File: src/rtl/adcr_pkg.sv
// Shared types and constants for the two-wire ADC reader with smoothing.
package adcr_pkg;

    localparam int unsigned RESULT_BITS_DEF = 18;
    localparam int unsigned DATA_BITS       = 24;
    localparam int unsigned SAMPLE_W        = 18;

    localparam int unsigned CFG_ADDR_W = 3;
    localparam int unsigned CFG_DATA_W = 20;

    localparam logic [CFG_ADDR_W-1:0] REG_CONFIG_WORD   = 3'd0;
    localparam logic [CFG_ADDR_W-1:0] REG_HALF_PERIOD   = 3'd1;
    localparam logic [CFG_ADDR_W-1:0] REG_SAMPLE_TMO    = 3'd2;
    localparam logic [CFG_ADDR_W-1:0] REG_CFG_TMO       = 3'd3;
    localparam logic [CFG_ADDR_W-1:0] REG_FILTER_WEIGHT = 3'd4;

    localparam logic [7:0]  RST_CONFIG_WORD   = 8'h0c;
    localparam logic [9:0]  RST_HALF_PERIOD   = 10'd10;
    localparam logic [19:0] RST_SAMPLE_TMO    = 20'd150000;
    localparam logic [19:0] RST_CFG_TMO       = 20'd750000;
    localparam logic [8:0]  RST_FILTER_WEIGHT = 9'd205;
    localparam logic [8:0]  WEIGHT_FULL       = 9'd256;

    localparam logic [1:0] OP_NONE   = 2'd0;
    localparam logic [1:0] OP_SAMPLE = 2'd1;
    localparam logic [1:0] OP_WRITE  = 2'd2;
    localparam logic [1:0] OP_READ   = 2'd3;

    localparam logic [6:0] CMD_WRITE = 7'h65;
    localparam logic [6:0] CMD_READ  = 7'h56;

    localparam logic [5:0] CLK_DATA_LAST    = 6'd24;
    localparam logic [5:0] CLK_SAMPLE_TOTAL = 6'd27;
    localparam logic [5:0] CLK_CMD_FIRST    = 6'd30;
    localparam logic [5:0] CLK_CMD_LAST     = 6'd36;
    localparam logic [5:0] CLK_TURN         = 6'd37;
    localparam logic [5:0] CLK_CFG_FIRST    = 6'd38;
    localparam logic [5:0] CLK_CFG_LAST     = 6'd45;
    localparam logic [5:0] CLK_CONFIG_TOTAL = 6'd46;

    typedef struct packed {
        logic [7:0]  config_word;
        logic [9:0]  half_ticks;
        logic [19:0] sample_limit;
        logic [19:0] cfg_limit;
        logic [8:0]  weight;
    } t_cfg;

endpackage

File: src/rtl/adcr_regs.sv
// Configuration registers with the effective values the sequencer uses.
module adcr_regs
    import adcr_pkg::*;
(
    input  logic                  i_clk,
    input  logic                  i_rst_n,
    input  logic                  i_cfg_we,
    input  logic [CFG_ADDR_W-1:0] i_cfg_addr,
    input  logic [CFG_DATA_W-1:0] i_cfg_wdata,
    output t_cfg                  o_cfg
);

    logic [7:0]  r_config_word;
    logic [9:0]  r_half_period;
    logic [19:0] r_sample_tmo;
    logic [19:0] r_cfg_tmo;
    logic [8:0]  r_weight;

    always_ff @(posedge i_clk) begin
        if (!i_rst_n) begin
            r_config_word <= RST_CONFIG_WORD;
            r_half_period <= RST_HALF_PERIOD;
            r_sample_tmo  <= RST_SAMPLE_TMO;
            r_cfg_tmo     <= RST_CFG_TMO;
            r_weight      <= RST_FILTER_WEIGHT;
        end else if (i_cfg_we) begin
            case (i_cfg_addr)
                REG_CONFIG_WORD:   r_config_word <= i_cfg_wdata[7:0];
                REG_HALF_PERIOD:   r_half_period <= i_cfg_wdata[9:0];
                REG_SAMPLE_TMO:    r_sample_tmo  <= i_cfg_wdata[19:0];
                REG_CFG_TMO:       r_cfg_tmo     <= i_cfg_wdata[19:0];
                REG_FILTER_WEIGHT: r_weight      <= i_cfg_wdata[8:0];
                default: ;
            endcase
        end
    end

    // A zero period or timeout behaves as one; a weight above full scale saturates.
    always_comb begin
        o_cfg.config_word  = r_config_word;
        o_cfg.half_ticks   = (r_half_period == '0) ? 10'd1 : r_half_period;
        o_cfg.sample_limit = (r_sample_tmo == '0) ? 20'd1 : r_sample_tmo;
        o_cfg.cfg_limit    = (r_cfg_tmo == '0) ? 20'd1 : r_cfg_tmo;
        o_cfg.weight       = (r_weight > WEIGHT_FULL) ? WEIGHT_FULL : r_weight;
    end

endmodule

File: src/rtl/adcr_filter.sv
// First-order low-pass update of the smoothed sample.
module adcr_filter
    import adcr_pkg::*;
(
    input  logic [SAMPLE_W-1:0] i_old,
    input  logic [SAMPLE_W-1:0] i_new,
    input  logic [8:0]          i_weight,
    output logic [SAMPLE_W-1:0] o_filtered
);

    // old*w + new*(256-w) is rewritten as new*256 + (old-new)*w, one multiplier.
    logic signed [SAMPLE_W:0]   diff;
    logic signed [SAMPLE_W+9:0] prod;
    logic signed [SAMPLE_W+9:0] acc;

    assign diff       = $signed({1'b0, i_old}) - $signed({1'b0, i_new});
    assign prod       = diff * $signed({1'b0, i_weight});
    assign acc        = $signed({2'b00, i_new, 8'h00}) + prod;
    assign o_filtered = acc[SAMPLE_W+7:8];

endmodule

File: src/rtl/adcr_seq.sv
// Pin sequencer: one tick per accepted word, with registered pin and status results.
module adcr_seq
    import adcr_pkg::*;
#(
    parameter int unsigned RESULT_BITS = RESULT_BITS_DEF
) (
    input  logic                i_clk,
    input  logic                i_rst_n,
    input  logic                i_adv,
    input  logic [1:0]          i_req_type,
    input  logic                i_dout_level,
    input  t_cfg                i_cfg,
    output logic                o_sclk_level,
    output logic                o_dout_drive,
    output logic                o_dout_enable,
    output logic                o_busy_res,
    output logic                o_done_res,
    output logic                o_status,
    output logic [SAMPLE_W-1:0] o_raw_sample,
    output logic [SAMPLE_W-1:0] o_smoothed_sample,
    output logic [7:0]          o_config_readback
);

    localparam int unsigned RAW_SHIFT = DATA_BITS - RESULT_BITS;

    typedef enum logic [2:0] {
        PH_IDLE,
        PH_PARKED,
        PH_RELEASED,
        PH_WAIT,
        PH_HIGH,
        PH_LOW
    } t_phase;

    t_phase                r_phase, n_phase;
    logic [1:0]            r_op, n_op;
    logic [5:0]            r_cc, n_cc;
    logic [9:0]            r_ht, n_ht;
    logic [19:0]           r_wc, n_wc;
    logic [DATA_BITS-1:0]  r_shift, n_shift;
    logic [SAMPLE_W-1:0]   r_last, n_last;
    logic [SAMPLE_W-1:0]   r_filt, n_filt;
    logic [7:0]            r_rb, n_rb;
    logic                  r_sclk, n_sclk;
    logic                  r_drive, n_drive;
    logic                  r_enable, n_enable;
    logic                  r_busy, n_busy;
    logic                  r_done, n_done;
    logic                  r_status, n_status;

    logic [9:0]            ht_inc;
    logic [19:0]           wc_inc;
    logic [19:0]           limit;
    logic [5:0]            total;
    logic [DATA_BITS-1:0]  shifted;
    logic [SAMPLE_W-1:0]   sample_raw;
    logic [SAMPLE_W-1:0]   filt_new;
    logic [6:0]            cmd;
    logic [5:0]            cmd_idx;
    logic [5:0]            cfg_idx;

    assign ht_inc     = r_ht + 10'd1;
    assign wc_inc     = r_wc + 20'd1;
    assign limit      = (r_op == OP_SAMPLE) ? i_cfg.sample_limit : i_cfg.cfg_limit;
    assign total      = (r_op == OP_SAMPLE) ? CLK_SAMPLE_TOTAL : CLK_CONFIG_TOTAL;
    assign shifted    = r_shift >> RAW_SHIFT;
    assign sample_raw = shifted[SAMPLE_W-1:0];

    adcr_filter u_filter (
        .i_old      (r_filt),
        .i_new      (sample_raw),
        .i_weight   (i_cfg.weight),
        .o_filtered (filt_new)
    );

    always_comb begin
        n_phase = r_phase;
        n_op    = r_op;
        n_cc    = r_cc;
        n_ht    = r_ht;
        n_wc    = r_wc;
        n_shift = r_shift;
        n_last  = r_last;
        n_filt  = r_filt;
        n_rb    = r_rb;
        n_done  = 1'b0;
        unique case (r_phase)
            PH_IDLE, PH_PARKED, PH_RELEASED: begin
                if (i_req_type != OP_NONE) begin
                    n_op    = i_req_type;
                    n_phase = PH_WAIT;
                    n_cc    = '0;
                    n_ht    = '0;
                    n_wc    = '0;
                    n_shift = '0;
                end
            end
            PH_WAIT: begin
                if (!i_dout_level) begin
                    n_phase = PH_HIGH;
                    n_cc    = 6'd1;
                    n_ht    = '0;
                end else begin
                    n_wc = wc_inc;
                    if (wc_inc >= limit) begin
                        if (r_op == OP_SAMPLE) begin
                            n_last = '0;
                        end
                        n_phase = PH_PARKED;
                        n_done  = 1'b1;
                    end
                end
            end
            PH_HIGH: begin
                n_ht = ht_inc;
                if (ht_inc >= i_cfg.half_ticks) begin
                    if (r_op == OP_SAMPLE && r_cc <= CLK_DATA_LAST) begin
                        n_shift = {r_shift[DATA_BITS-2:0], i_dout_level};
                    end
                    n_phase = PH_LOW;
                    n_ht    = '0;
                end
            end
            PH_LOW: begin
                n_ht = ht_inc;
                if (ht_inc >= i_cfg.half_ticks) begin
                    if (r_op == OP_READ && r_cc >= CLK_CFG_FIRST && r_cc <= CLK_CFG_LAST) begin
                        n_shift = {r_shift[DATA_BITS-2:0], i_dout_level};
                    end
                    n_ht = '0;
                    if (r_cc >= total) begin
                        n_done = 1'b1;
                        if (r_op == OP_SAMPLE) begin
                            n_last = sample_raw;
                            if (sample_raw != '0) begin
                                n_filt = filt_new;
                            end
                            n_phase = PH_RELEASED;
                        end else begin
                            if (r_op == OP_READ) begin
                                n_rb = r_shift[7:0];
                            end
                            n_phase = PH_IDLE;
                        end
                    end else begin
                        n_cc    = r_cc + 6'd1;
                        n_phase = PH_HIGH;
                    end
                end
            end
            default: begin
                n_phase = PH_IDLE;
            end
        endcase
    end

    // Pin levels follow the state after this tick's update.
    assign cmd     = (n_op == OP_WRITE) ? CMD_WRITE : CMD_READ;
    assign cmd_idx = CLK_CMD_LAST - n_cc;
    assign cfg_idx = CLK_CFG_LAST - n_cc;

    always_comb begin
        n_drive  = 1'b0;
        n_enable = 1'b0;
        if (n_phase == PH_PARKED || n_phase == PH_RELEASED) begin
            n_drive  = 1'b1;
            n_enable = 1'b1;
        end else if ((n_phase == PH_HIGH || n_phase == PH_LOW) && n_op != OP_SAMPLE) begin
            if (n_cc >= CLK_CMD_FIRST && n_cc <= CLK_CMD_LAST) begin
                n_drive  = cmd[cmd_idx[2:0]];
                n_enable = 1'b1;
            end else if (n_cc == CLK_TURN) begin
                n_drive  = 1'b1;
                n_enable = 1'b1;
            end else if (n_cc >= CLK_CFG_FIRST && n_cc <= CLK_CFG_LAST && n_op == OP_WRITE) begin
                n_drive  = i_cfg.config_word[cfg_idx[2:0]];
                n_enable = 1'b1;
            end
        end
    end

    assign n_sclk   = (n_phase == PH_HIGH) || (n_phase == PH_PARKED);
    assign n_busy   = (n_phase == PH_WAIT) || (n_phase == PH_HIGH) || (n_phase == PH_LOW);
    assign n_status = (n_phase == PH_PARKED);

    always_ff @(posedge i_clk) begin
        if (!i_rst_n) begin
            r_phase  <= PH_IDLE;
            r_op     <= OP_NONE;
            r_cc     <= '0;
            r_ht     <= '0;
            r_wc     <= '0;
            r_shift  <= '0;
            r_last   <= '0;
            r_filt   <= '0;
            r_rb     <= '0;
            r_sclk   <= 1'b0;
            r_drive  <= 1'b0;
            r_enable <= 1'b0;
            r_busy   <= 1'b0;
            r_done   <= 1'b0;
            r_status <= 1'b0;
        end else if (i_adv) begin
            r_phase  <= n_phase;
            r_op     <= n_op;
            r_cc     <= n_cc;
            r_ht     <= n_ht;
            r_wc     <= n_wc;
            r_shift  <= n_shift;
            r_last   <= n_last;
            r_filt   <= n_filt;
            r_rb     <= n_rb;
            r_sclk   <= n_sclk;
            r_drive  <= n_drive;
            r_enable <= n_enable;
            r_busy   <= n_busy;
            r_done   <= n_done;
            r_status <= n_status;
        end
    end

    assign o_sclk_level      = r_sclk;
    assign o_dout_drive      = r_drive;
    assign o_dout_enable     = r_enable;
    assign o_busy_res        = r_busy;
    assign o_done_res        = r_done;
    assign o_status          = r_status;
    assign o_raw_sample      = r_last;
    assign o_smoothed_sample = r_filt;
    assign o_config_readback = r_rb;

endmodule

File: src/rtl/adc_two_wire_reader_with_smoothing.sv
// Top level of the two-wire ADC reader with sample smoothing.
//
// Each input word is one timing tick: a request code and the sampled level
// of the data pin. Each accepted word yields exactly one result word that
// carries the serial clock and data pin levels to drive, busy, done and
// status flags, the latest raw sample, the smoothed sample and the control
// byte last read back from the converter.
// The result of a word appears on the output register in the cycle after
// it is accepted. Throughput is one word per cycle while the receiver
// does not stall, set by the single registered sequencer update per tick.
// The input stalls only while a result is held and the receiver stalls;
// a held result is taken and a new word accepted in the same cycle.
// Configuration writes take effect at once; the user must make them while idle, as the block does not enforce it.
// Synchronous active-low reset returns the sequencer to idle, clears all
// samples and loads the default configuration; no result is pending.
module adc_two_wire_reader_with_smoothing
    import adcr_pkg::*;
#(
    parameter int unsigned RESULT_BITS = RESULT_BITS_DEF
) (
    input  logic                  i_clk,
    input  logic                  i_rst_n,
    input  logic                  i_cfg_we,
    input  logic [CFG_ADDR_W-1:0] i_cfg_addr,
    input  logic [CFG_DATA_W-1:0] i_cfg_wdata,
    input  logic                  i_valid,
    output logic                  o_stall,
    input  logic [1:0]            i_req_type,
    input  logic                  i_dout_level,
    output logic                  o_valid,
    input  logic                  i_stall,
    output logic                  o_sclk_level,
    output logic                  o_dout_drive,
    output logic                  o_dout_enable,
    output logic                  o_busy_res,
    output logic                  o_done_res,
    output logic                  o_status,
    output logic [SAMPLE_W-1:0]   o_raw_sample,
    output logic [SAMPLE_W-1:0]   o_smoothed_sample,
    output logic [7:0]            o_config_readback
);

    t_cfg cfg;
    logic accept;
    logic r_out_valid;

    assign o_stall = r_out_valid && i_stall;
    assign accept  = i_valid && !o_stall;
    assign o_valid = r_out_valid;

    always_ff @(posedge i_clk) begin
        if (!i_rst_n) begin
            r_out_valid <= 1'b0;
        end else if (accept) begin
            r_out_valid <= 1'b1;
        end else if (!i_stall) begin
            r_out_valid <= 1'b0;
        end
    end

    adcr_regs u_regs (
        .i_clk       (i_clk),
        .i_rst_n     (i_rst_n),
        .i_cfg_we    (i_cfg_we),
        .i_cfg_addr  (i_cfg_addr),
        .i_cfg_wdata (i_cfg_wdata),
        .o_cfg       (cfg)
    );

    adcr_seq #(
        .RESULT_BITS (RESULT_BITS)
    ) u_seq (
        .i_clk             (i_clk),
        .i_rst_n           (i_rst_n),
        .i_adv             (accept),
        .i_req_type        (i_req_type),
        .i_dout_level      (i_dout_level),
        .i_cfg             (cfg),
        .o_sclk_level      (o_sclk_level),
        .o_dout_drive      (o_dout_drive),
        .o_dout_enable     (o_dout_enable),
        .o_busy_res        (o_busy_res),
        .o_done_res        (o_done_res),
        .o_status          (o_status),
        .o_raw_sample      (o_raw_sample),
        .o_smoothed_sample (o_smoothed_sample),
        .o_config_readback (o_config_readback)
    );

endmodule

File: config.mk
export PLATFORM = sky130hd
export DESIGN_NAME = adc_two_wire_reader_with_smoothing
export DESIGN_NICKNAME = d
export VERILOG_FILES = /design/src/rtl/adcr_pkg.sv /design/src/rtl/adcr_regs.sv /design/src/rtl/adcr_filter.sv /design/src/rtl/adcr_seq.sv /design/src/rtl/adc_two_wire_reader_with_smoothing.sv
export SDC_FILE = /design/constraint.sdc
export NUM_CORES = 1
export LEC_CHECK = 0
export ABC_AREA = 1
export ABC_CLOCK_PERIOD_IN_PS = 7100
export BUFFER_PORTS_ARGS = -buffer_cell sky130_fd_sc_hd__buf_2
export CELL_PAD_IN_SITES_DETAIL_PLACEMENT = 1
export CELL_PAD_IN_SITES_GLOBAL_PLACEMENT = 1
export CORE_UTILIZATION = 45
export DETAILED_ROUTE_END_ITERATION = 12
export PLACE_DENSITY = 0.78
export REMOVE_ABC_BUFFERS = 1
export SKIP_LAST_GASP = 1
export SLEW_MARGIN = 15
export SYNTH_ARGS = -nofsm -noshare
export SYNTH_HDL_FRONTEND = slang
export SYNTH_SLANG_ARGS = --single-unit
File: constraint.sdc
create_clock -name i_clk -period 7.1 [get_ports i_clk]
set_input_delay 0.355 -clock i_clk [delete_from_list [all_inputs] [get_ports i_clk]]
set_output_delay 0.355 -clock i_clk [all_outputs]
set_load 0.02 [all_outputs]
# --- After elaboration in Yosys (flattened, before gate mapping) ---
# Cells that the tools add are included.
word_totals:
  reg_bits: 183
  inputBits: 31
op_classes:
  addsub: 7
  n_mul: 1
  order_cmp: 13
  n_eq_ne: 31
  n_mux: 63
  n_bitwise: 1
  n_reduce_logical: 39
op_table:
  columns: ["operator", "count"]
  rows:
  - ["24-bit two-way mux", 5]
  - ["18-bit two-way mux", 6]
  - ["20-bit two-way mux", 5]
  - ["24-bit one-hot mux with 3 select lines", 1]
  - ["20-bit zero test", 2]
  - ["10-bit two-way mux", 4]
  - ["20-bit one-hot mux with 2 select lines", 1]
  - ["6-bit two-way mux", 6]
  - ["18-bit one-hot mux with 2 select lines", 1]
  - ["10-bit one-hot mux with 3 select lines", 1]
  - ["26-bit adder", 1]
  - ["19-bit by 10-bit multiplier with 26-bit output", 1]
  - ["2-bit by 1-bit inequality test with 1-bit output, second input constant", 11]
  - ["20-bit by 1-bit adder with 20-bit output, second input constant", 1]
  - ["20-bit >= comparator", 1]
  - ["18-bit by 18-bit subtractor with 19-bit output", 1]
  - ["3-bit by 2-bit equality test with 1-bit output, second input constant", 6]
  - ["6-bit <= comparator, second input constant", 3]
  - ["1-bit two-way mux", 18]
  - ["3-bit two-way mux", 6]
  - ["6-bit one-hot mux with 3 select lines", 1]
  - ["18-bit nonzero test", 1]
  - ["3-bit equality test, second input constant", 5]
  - ["6-bit >= comparator, second input constant", 2]
  - ["34 further kinds", 65]

# --- Longest topological paths before layout ---
logic_depth:
  ltp_word: 14
  depth_mapped: 40
  ltp_nobuf: 40

# --- Cells and area by module ---
# A second synthesis with hierarchy kept.
unflattened:
  cells_unflattened: 2422
  hier_area_um2: 16977.5
by_module_without_submodules:
  columns: ["mod", "instances", "cells_per_inst", "area_per_inst_um2", "seq_area_each_um2"]
  rows:
  - ["adcr_filter", 1, 969, 7215.7, 0.0]
  - ["adcr_seq", 1, 965, 6671.4, 2302.2]
  - ["adcr_regs", 1, 481, 3037.9, 1341.3]
  - ["adc_two_wire_reader_with_smoothing", 1, 7, 52.6, 20.0]

# --- Worst setup path after synthesis ---
# Ideal clock, no wire load.
synth_timing:
  kind: "flip-flop to flip-flop"
  startpoint: "register u_seq.r_filt[0] (netlist: u_seq.o_smoothed_sample[0])"
  endpoint: "register u_seq.r_filt[16] (netlist: u_seq.o_smoothed_sample[16])"
  setup_ps: 58
  arrival_ps: 6506
  required_ps: 7042
  setup_slack_ps: 535
  path_stages_with_launch: 39
  synth_period_minus_slack_ps: 6565
  cell_sequence: "dfxtp_1 inv_1 ha_1 inv_1 fa_1 nand3_1 nand2_1 nand2_1 nand2_1 a21oi_1 o21ai_2 a31oi_1 o21ai_1 a21oi_1 or2_1 nand2_1 inv_1 nand2_1 [... 3 more ...] fa_1 fa_1 inv_1 fa_1 inv_1 ha_1 nand2_1 inv_1 nand3_1 nor3_1 nand2_1 o21ai_0 nand2_1 nand2_1 a21oi_1 o21ai_0 o211ai_1 inv_1"
synth_between:
  elab_chain_cells: 3
synth_rtl:
  columns: ["element", "line", "rtl"]
  rows:
  - ["from (decl)", "adcr_seq.sv:42", "logic [SAMPLE_W-1:0] r_filt, n_filt;"]
  - ["from (signal assigned)", "adcr_seq.sv:211", "r_filt <= n_filt;"]
  - ["18-bit by 18-bit subtractor with 19-bit output", "adcr_filter.sv:16", "assign diff = $signed({1'b0, i_old}) - $signed({1'b0, i_new});"]
  - ["19-bit by 10-bit multiplier with 26-bit output", "adcr_filter.sv:17", "assign prod = diff * $signed({1'b0, i_weight});"]
  - ["26-bit adder", "adcr_filter.sv:18", "assign acc = $signed({2'b00, i_new, 8'h00}) + prod;"]
# Every way passes these cells.
# A chain may end at the register's enable or synchronous reset.

# --- Final worst setup path ---
layout_timing:
  startpoint: "register u_seq.r_filt[0] (netlist: u_seq.o_smoothed_sample[0])"
  endpoint: "register u_seq.r_filt[15] (netlist: u_seq.o_smoothed_sample[15])"
# Same word-level chain as after synthesis.

==> flow_summary_export.csv <==
group,metric,value,unit
logic_synthesis,yosys.cell_types.count,55,
logic_synthesis,synth_seq_cells,183,
worst_setup_path,crit-reg2reg-launch,"u_seq.o_smoothed_sample[0]",
outcome,violations,"design-rule violations",
hold_path,hold_path_startpoint,"i_cfg_wdata[13]",
hold_path,holdPathEnd,"u_regs.r_cfg_tmo[13]",
detailed_routing,drc_errors,6,
clock_tree,cts_root_buf,"clkbuf_16",
place,placed_cells,2736,
cells_and_area,fin_cells,2786,
global_route,met2_usage,48.9,%
clock_tree,ctsLongestPathBuffers,2,
place,globalplace.congestion,0.903,
worst_setup_path,crit_top_cell,"fa_1",
global_route,use_met1,34.9,%
clock_tree,cts_tree,"built",
worst_setup_path,timing.rr.end,"u_seq.o_smoothed_sample[15]",
clock_tree,htreeDepth,4,
clock_tree,ctsHoldBuffers,0,
place,post_dp_cell_area,17300,µm²
worst_setup_path,reg2reg_depth,31,
sta,finalClockSkew,0.0155,ns
logic_synthesis,yosys-top-cells-area,"dfxtp_1, fa_1, nand2_1",
place,dp_hpwl,40900,µm
sta,grt_setup_unrepaired,"yes",
detailed_routing,drt-vias-per-instance,5.43,
detailed_routing,drt_pass1_iterations,9,
detailed_routing,wl_per_cell,18.7,µm
worst_setup_path,crit_path_top_delay_cell,"fa_1",
clock_tree,clkSinkCount,183,
worst_setup_path,crit_required,7.46,ns
sta,fin_crit_sh,97.1,%
cells_and_area,fin_area,18400,µm²
logic_synthesis,netlist_area,16400,µm²
floorplanning,chipHeight,193,µm
floorplanning,dieArea,37100,µm²
sta,final_max_slew_viol_count,0,
floorplanning,ios,83,
logic_synthesis,yosysWarnings,0,
cells_and_area,fin_nets,2609,
floorplanning,rows,69,
sta,tightestPinTransition,1.15,ns
worst_setup_path,crit_arrival,7.26,ns
worst_setup_path,crit_type,"register to register",
logic_synthesis,syn_inst,2229,
clock_tree,clk_latency,0.46,ns
global_route,grt_max_degree,86,
worst_setup_path,critPathMaxStageDelay,0.54,ns
global_route,grtUsageTotal,28.6,%
sta,setup_viol,0,
floorplanning,initial_core_util,45.9,%
logic_synthesis,yosysSeqAreaShare,22.4,%
cells_and_area,area_delta_synth_final,12.4,%
global_route,antenna_found_initial,1,
global_route,busiest_layer,"met2",
logic_synthesis,async_flop_share,0,%
worst_setup_path,crit_path_start,"u_seq.o_smoothed_sample[0]",
hold_path,min_path_type,"input pin to register",
logic_synthesis,synth_top_area_share,22.4,%
logic_synthesis,synth_edf_count,0,
clock_tree,clk_pin_slew,0.08,ns
place,port_buffers,82,
sta,min_period,6.90,ns
logic_synthesis,synth.largest_area_cell,"dfxtp_1",
sta,hold_violations,0,
worst_setup_path,critPathMaxFanout,5,
global_route,grt_overflow,0,
clock_tree,numCtsBuffers,17,
sta,slew_headroom,23.0,%
detailed_routing,drtAntennaViolNets,0,
job,cap_violations,0,
floorplanning,core_area,35700,µm²
worst_setup_path,r2r_slack,0.20,ns
outcome,status,"complete, but fails checks",
floorplanning,die_w,193,µm
worst_setup_path,startpoint_type,"register",
global_route,met3_usage,3.78,%
global_route,grt_pass1_vias,15500,
hold_path,hold_depth,3,
detailed_routing,vias,15100,
logic_synthesis,syn_area_per_cell,7.34,µm²
logic_synthesis,ys.flop_type,"dfxtp_1",
detailed_routing,totalWireLength,52000,µm
cells_and_area,num_antenna_cells,0,
global_route,grt_pass1_wl,81200,µm
detailed_routing,drt_iter0_markers,760,
sta,fmax,145,MHz
worst_setup_path,cp-end-kind,"register",
cells_and_area,layout-drive-gt1-share,12.3,%
## per-stage QoR
| stage | setup WS, ns | TNS (ns) | hold slack [ns] | utilization, % |
|---|---|---|---|---|
| 2_1_floorplan | 0.525 | 0 | 0.429 | - |
| 3_3_place_gp | 0.0983 | 0 | 0.442 | 48.6 |
| 3_5_place_dp | -0.212 | -0.533 | 0.451 | 48.6 |
| 4_1_cts | 0.00325 | 0 | 0.0991 | 50.4 |
| 5_1_grt | -0.0986 | -0.228 | 0.119 | 51.6 |
| 6_report | 0.205 | 0 | 0.126 | 51.6 |
## layer usage
metal / part of all wire [%] / vias up / wire length, µm
met5: 0 / - / 0
met4: 5.6 / 0 / 2910
met3: 3.3 / 115 / 1740
met2: 49 / 322 / 25300
met1: 42 / 7454 / 22000
li1: - / 7232 / -
## flip-flops by register name, summed over array words and instances, names as in the netlist, 6 cells and up
signal	cells
u_seq.r_ht	10
u_seq.r_cc	6
u_seq.r_shift	24
u_seq.o_raw_sample	18
u_seq.o_smoothed_sample	18
u_regs.r_weight	9
u_seq.r_wc	20
u_regs.r_cfg_tmo	20
u_regs.r_sample_tmo	20
u_regs.r_config_word	8
u_seq.o_config_readback	8
u_regs.r_half_period	10
## synth_stat cells (all sizes together) (16+ instances only)
cell / n
clkbuf: 53
inv: 431
xnor2: 20
nand2: 429
nand4: 45
a21oi: 176
buf: 16
dfxtp: 183
o211ai: 16
a211oi: 30
nor3: 22
xor2: 34
nand3: 97
ha: 118
nor2: 214
fa: 148
o21ai: 116
## cells in the final DEF, fill, tap and decap left out, types with 21 or more instances in the layout
| cell type | n |
|---|---|
| nand2_1 | 408 |
| xor2_1 | 31 |
| a21oi_1 | 163 |
| nand3_1 | 88 |
| inv_1 | 415 |
| buf_2 | 82 |
| buf_4 | 50 |
| nand4_1 | 43 |
| nor2_1 | 203 |
| o21ai_0 | 101 |
| dfxtp_1 | 181 |
| nand2_2 | 21 |
| a211oi_1 | 28 |
| ha_1 | 110 |
| fa_1 | 147 |
## cells by family after synthesis
| group | Yosys count | share of synthesized area [%] |
|---|---|---|
| simple gates | 831 | 22.0 |
| buf+inv | 504 | 11.8 |
| compound gates | 385 | 13.4 |
| fa+ha+maj | 266 | 27.1 |
| flops | 183 | 22.4 |
| xor+xnor | 54 | 2.94 |
| mux | 6 | 0.367 |
## worst max-delay path, delay by kind of cell, from the launching register on
family / cells / cell delay (ns)
AO/OA/AOI/OAI: 9 / 1.79
AND/OR/NAND/NOR: 8 / 0.79
buffers and inverters: 6 / 0.35
adder cells (fa/ha/maj): 8 / 3.50
flip-flops: 1 / 0.33
## repair_timing
action                     4_1_cts  5_1_grt
setup endpoints to repair        7       14
resized for setup               13       71
buffers inserted                 0       18
pin swaps                        0       32
## worst max path at each step
stage	endpoint	cells past startpoint
after floorplan	u_seq.o_smoothed_sample[16]	38
after global placement	u_seq.o_smoothed_sample[16]	38
after detailed placement	u_seq.o_smoothed_sample[16]	35
after CTS	u_seq.o_smoothed_sample[16]	38
after global routing	u_seq.o_smoothed_sample[16]	34
final	u_seq.o_smoothed_sample[15]	31
## layout make-up
cell class | instances | area (µm²)
repair buffers | 133 | 806
multi-input cells | 1542 | 11100
clock inverters | 15 | 155
well taps | 461 | 577
inverters | 435 | 1640
fillers | 4483 | 17300
clock buffers | 17 | 425
flip-flops and latches | 183 | 3670
Power is left out: the tool's default activity adds up to more than one toggle a clock period on the data nets, which glitch-free logic cannot reach.
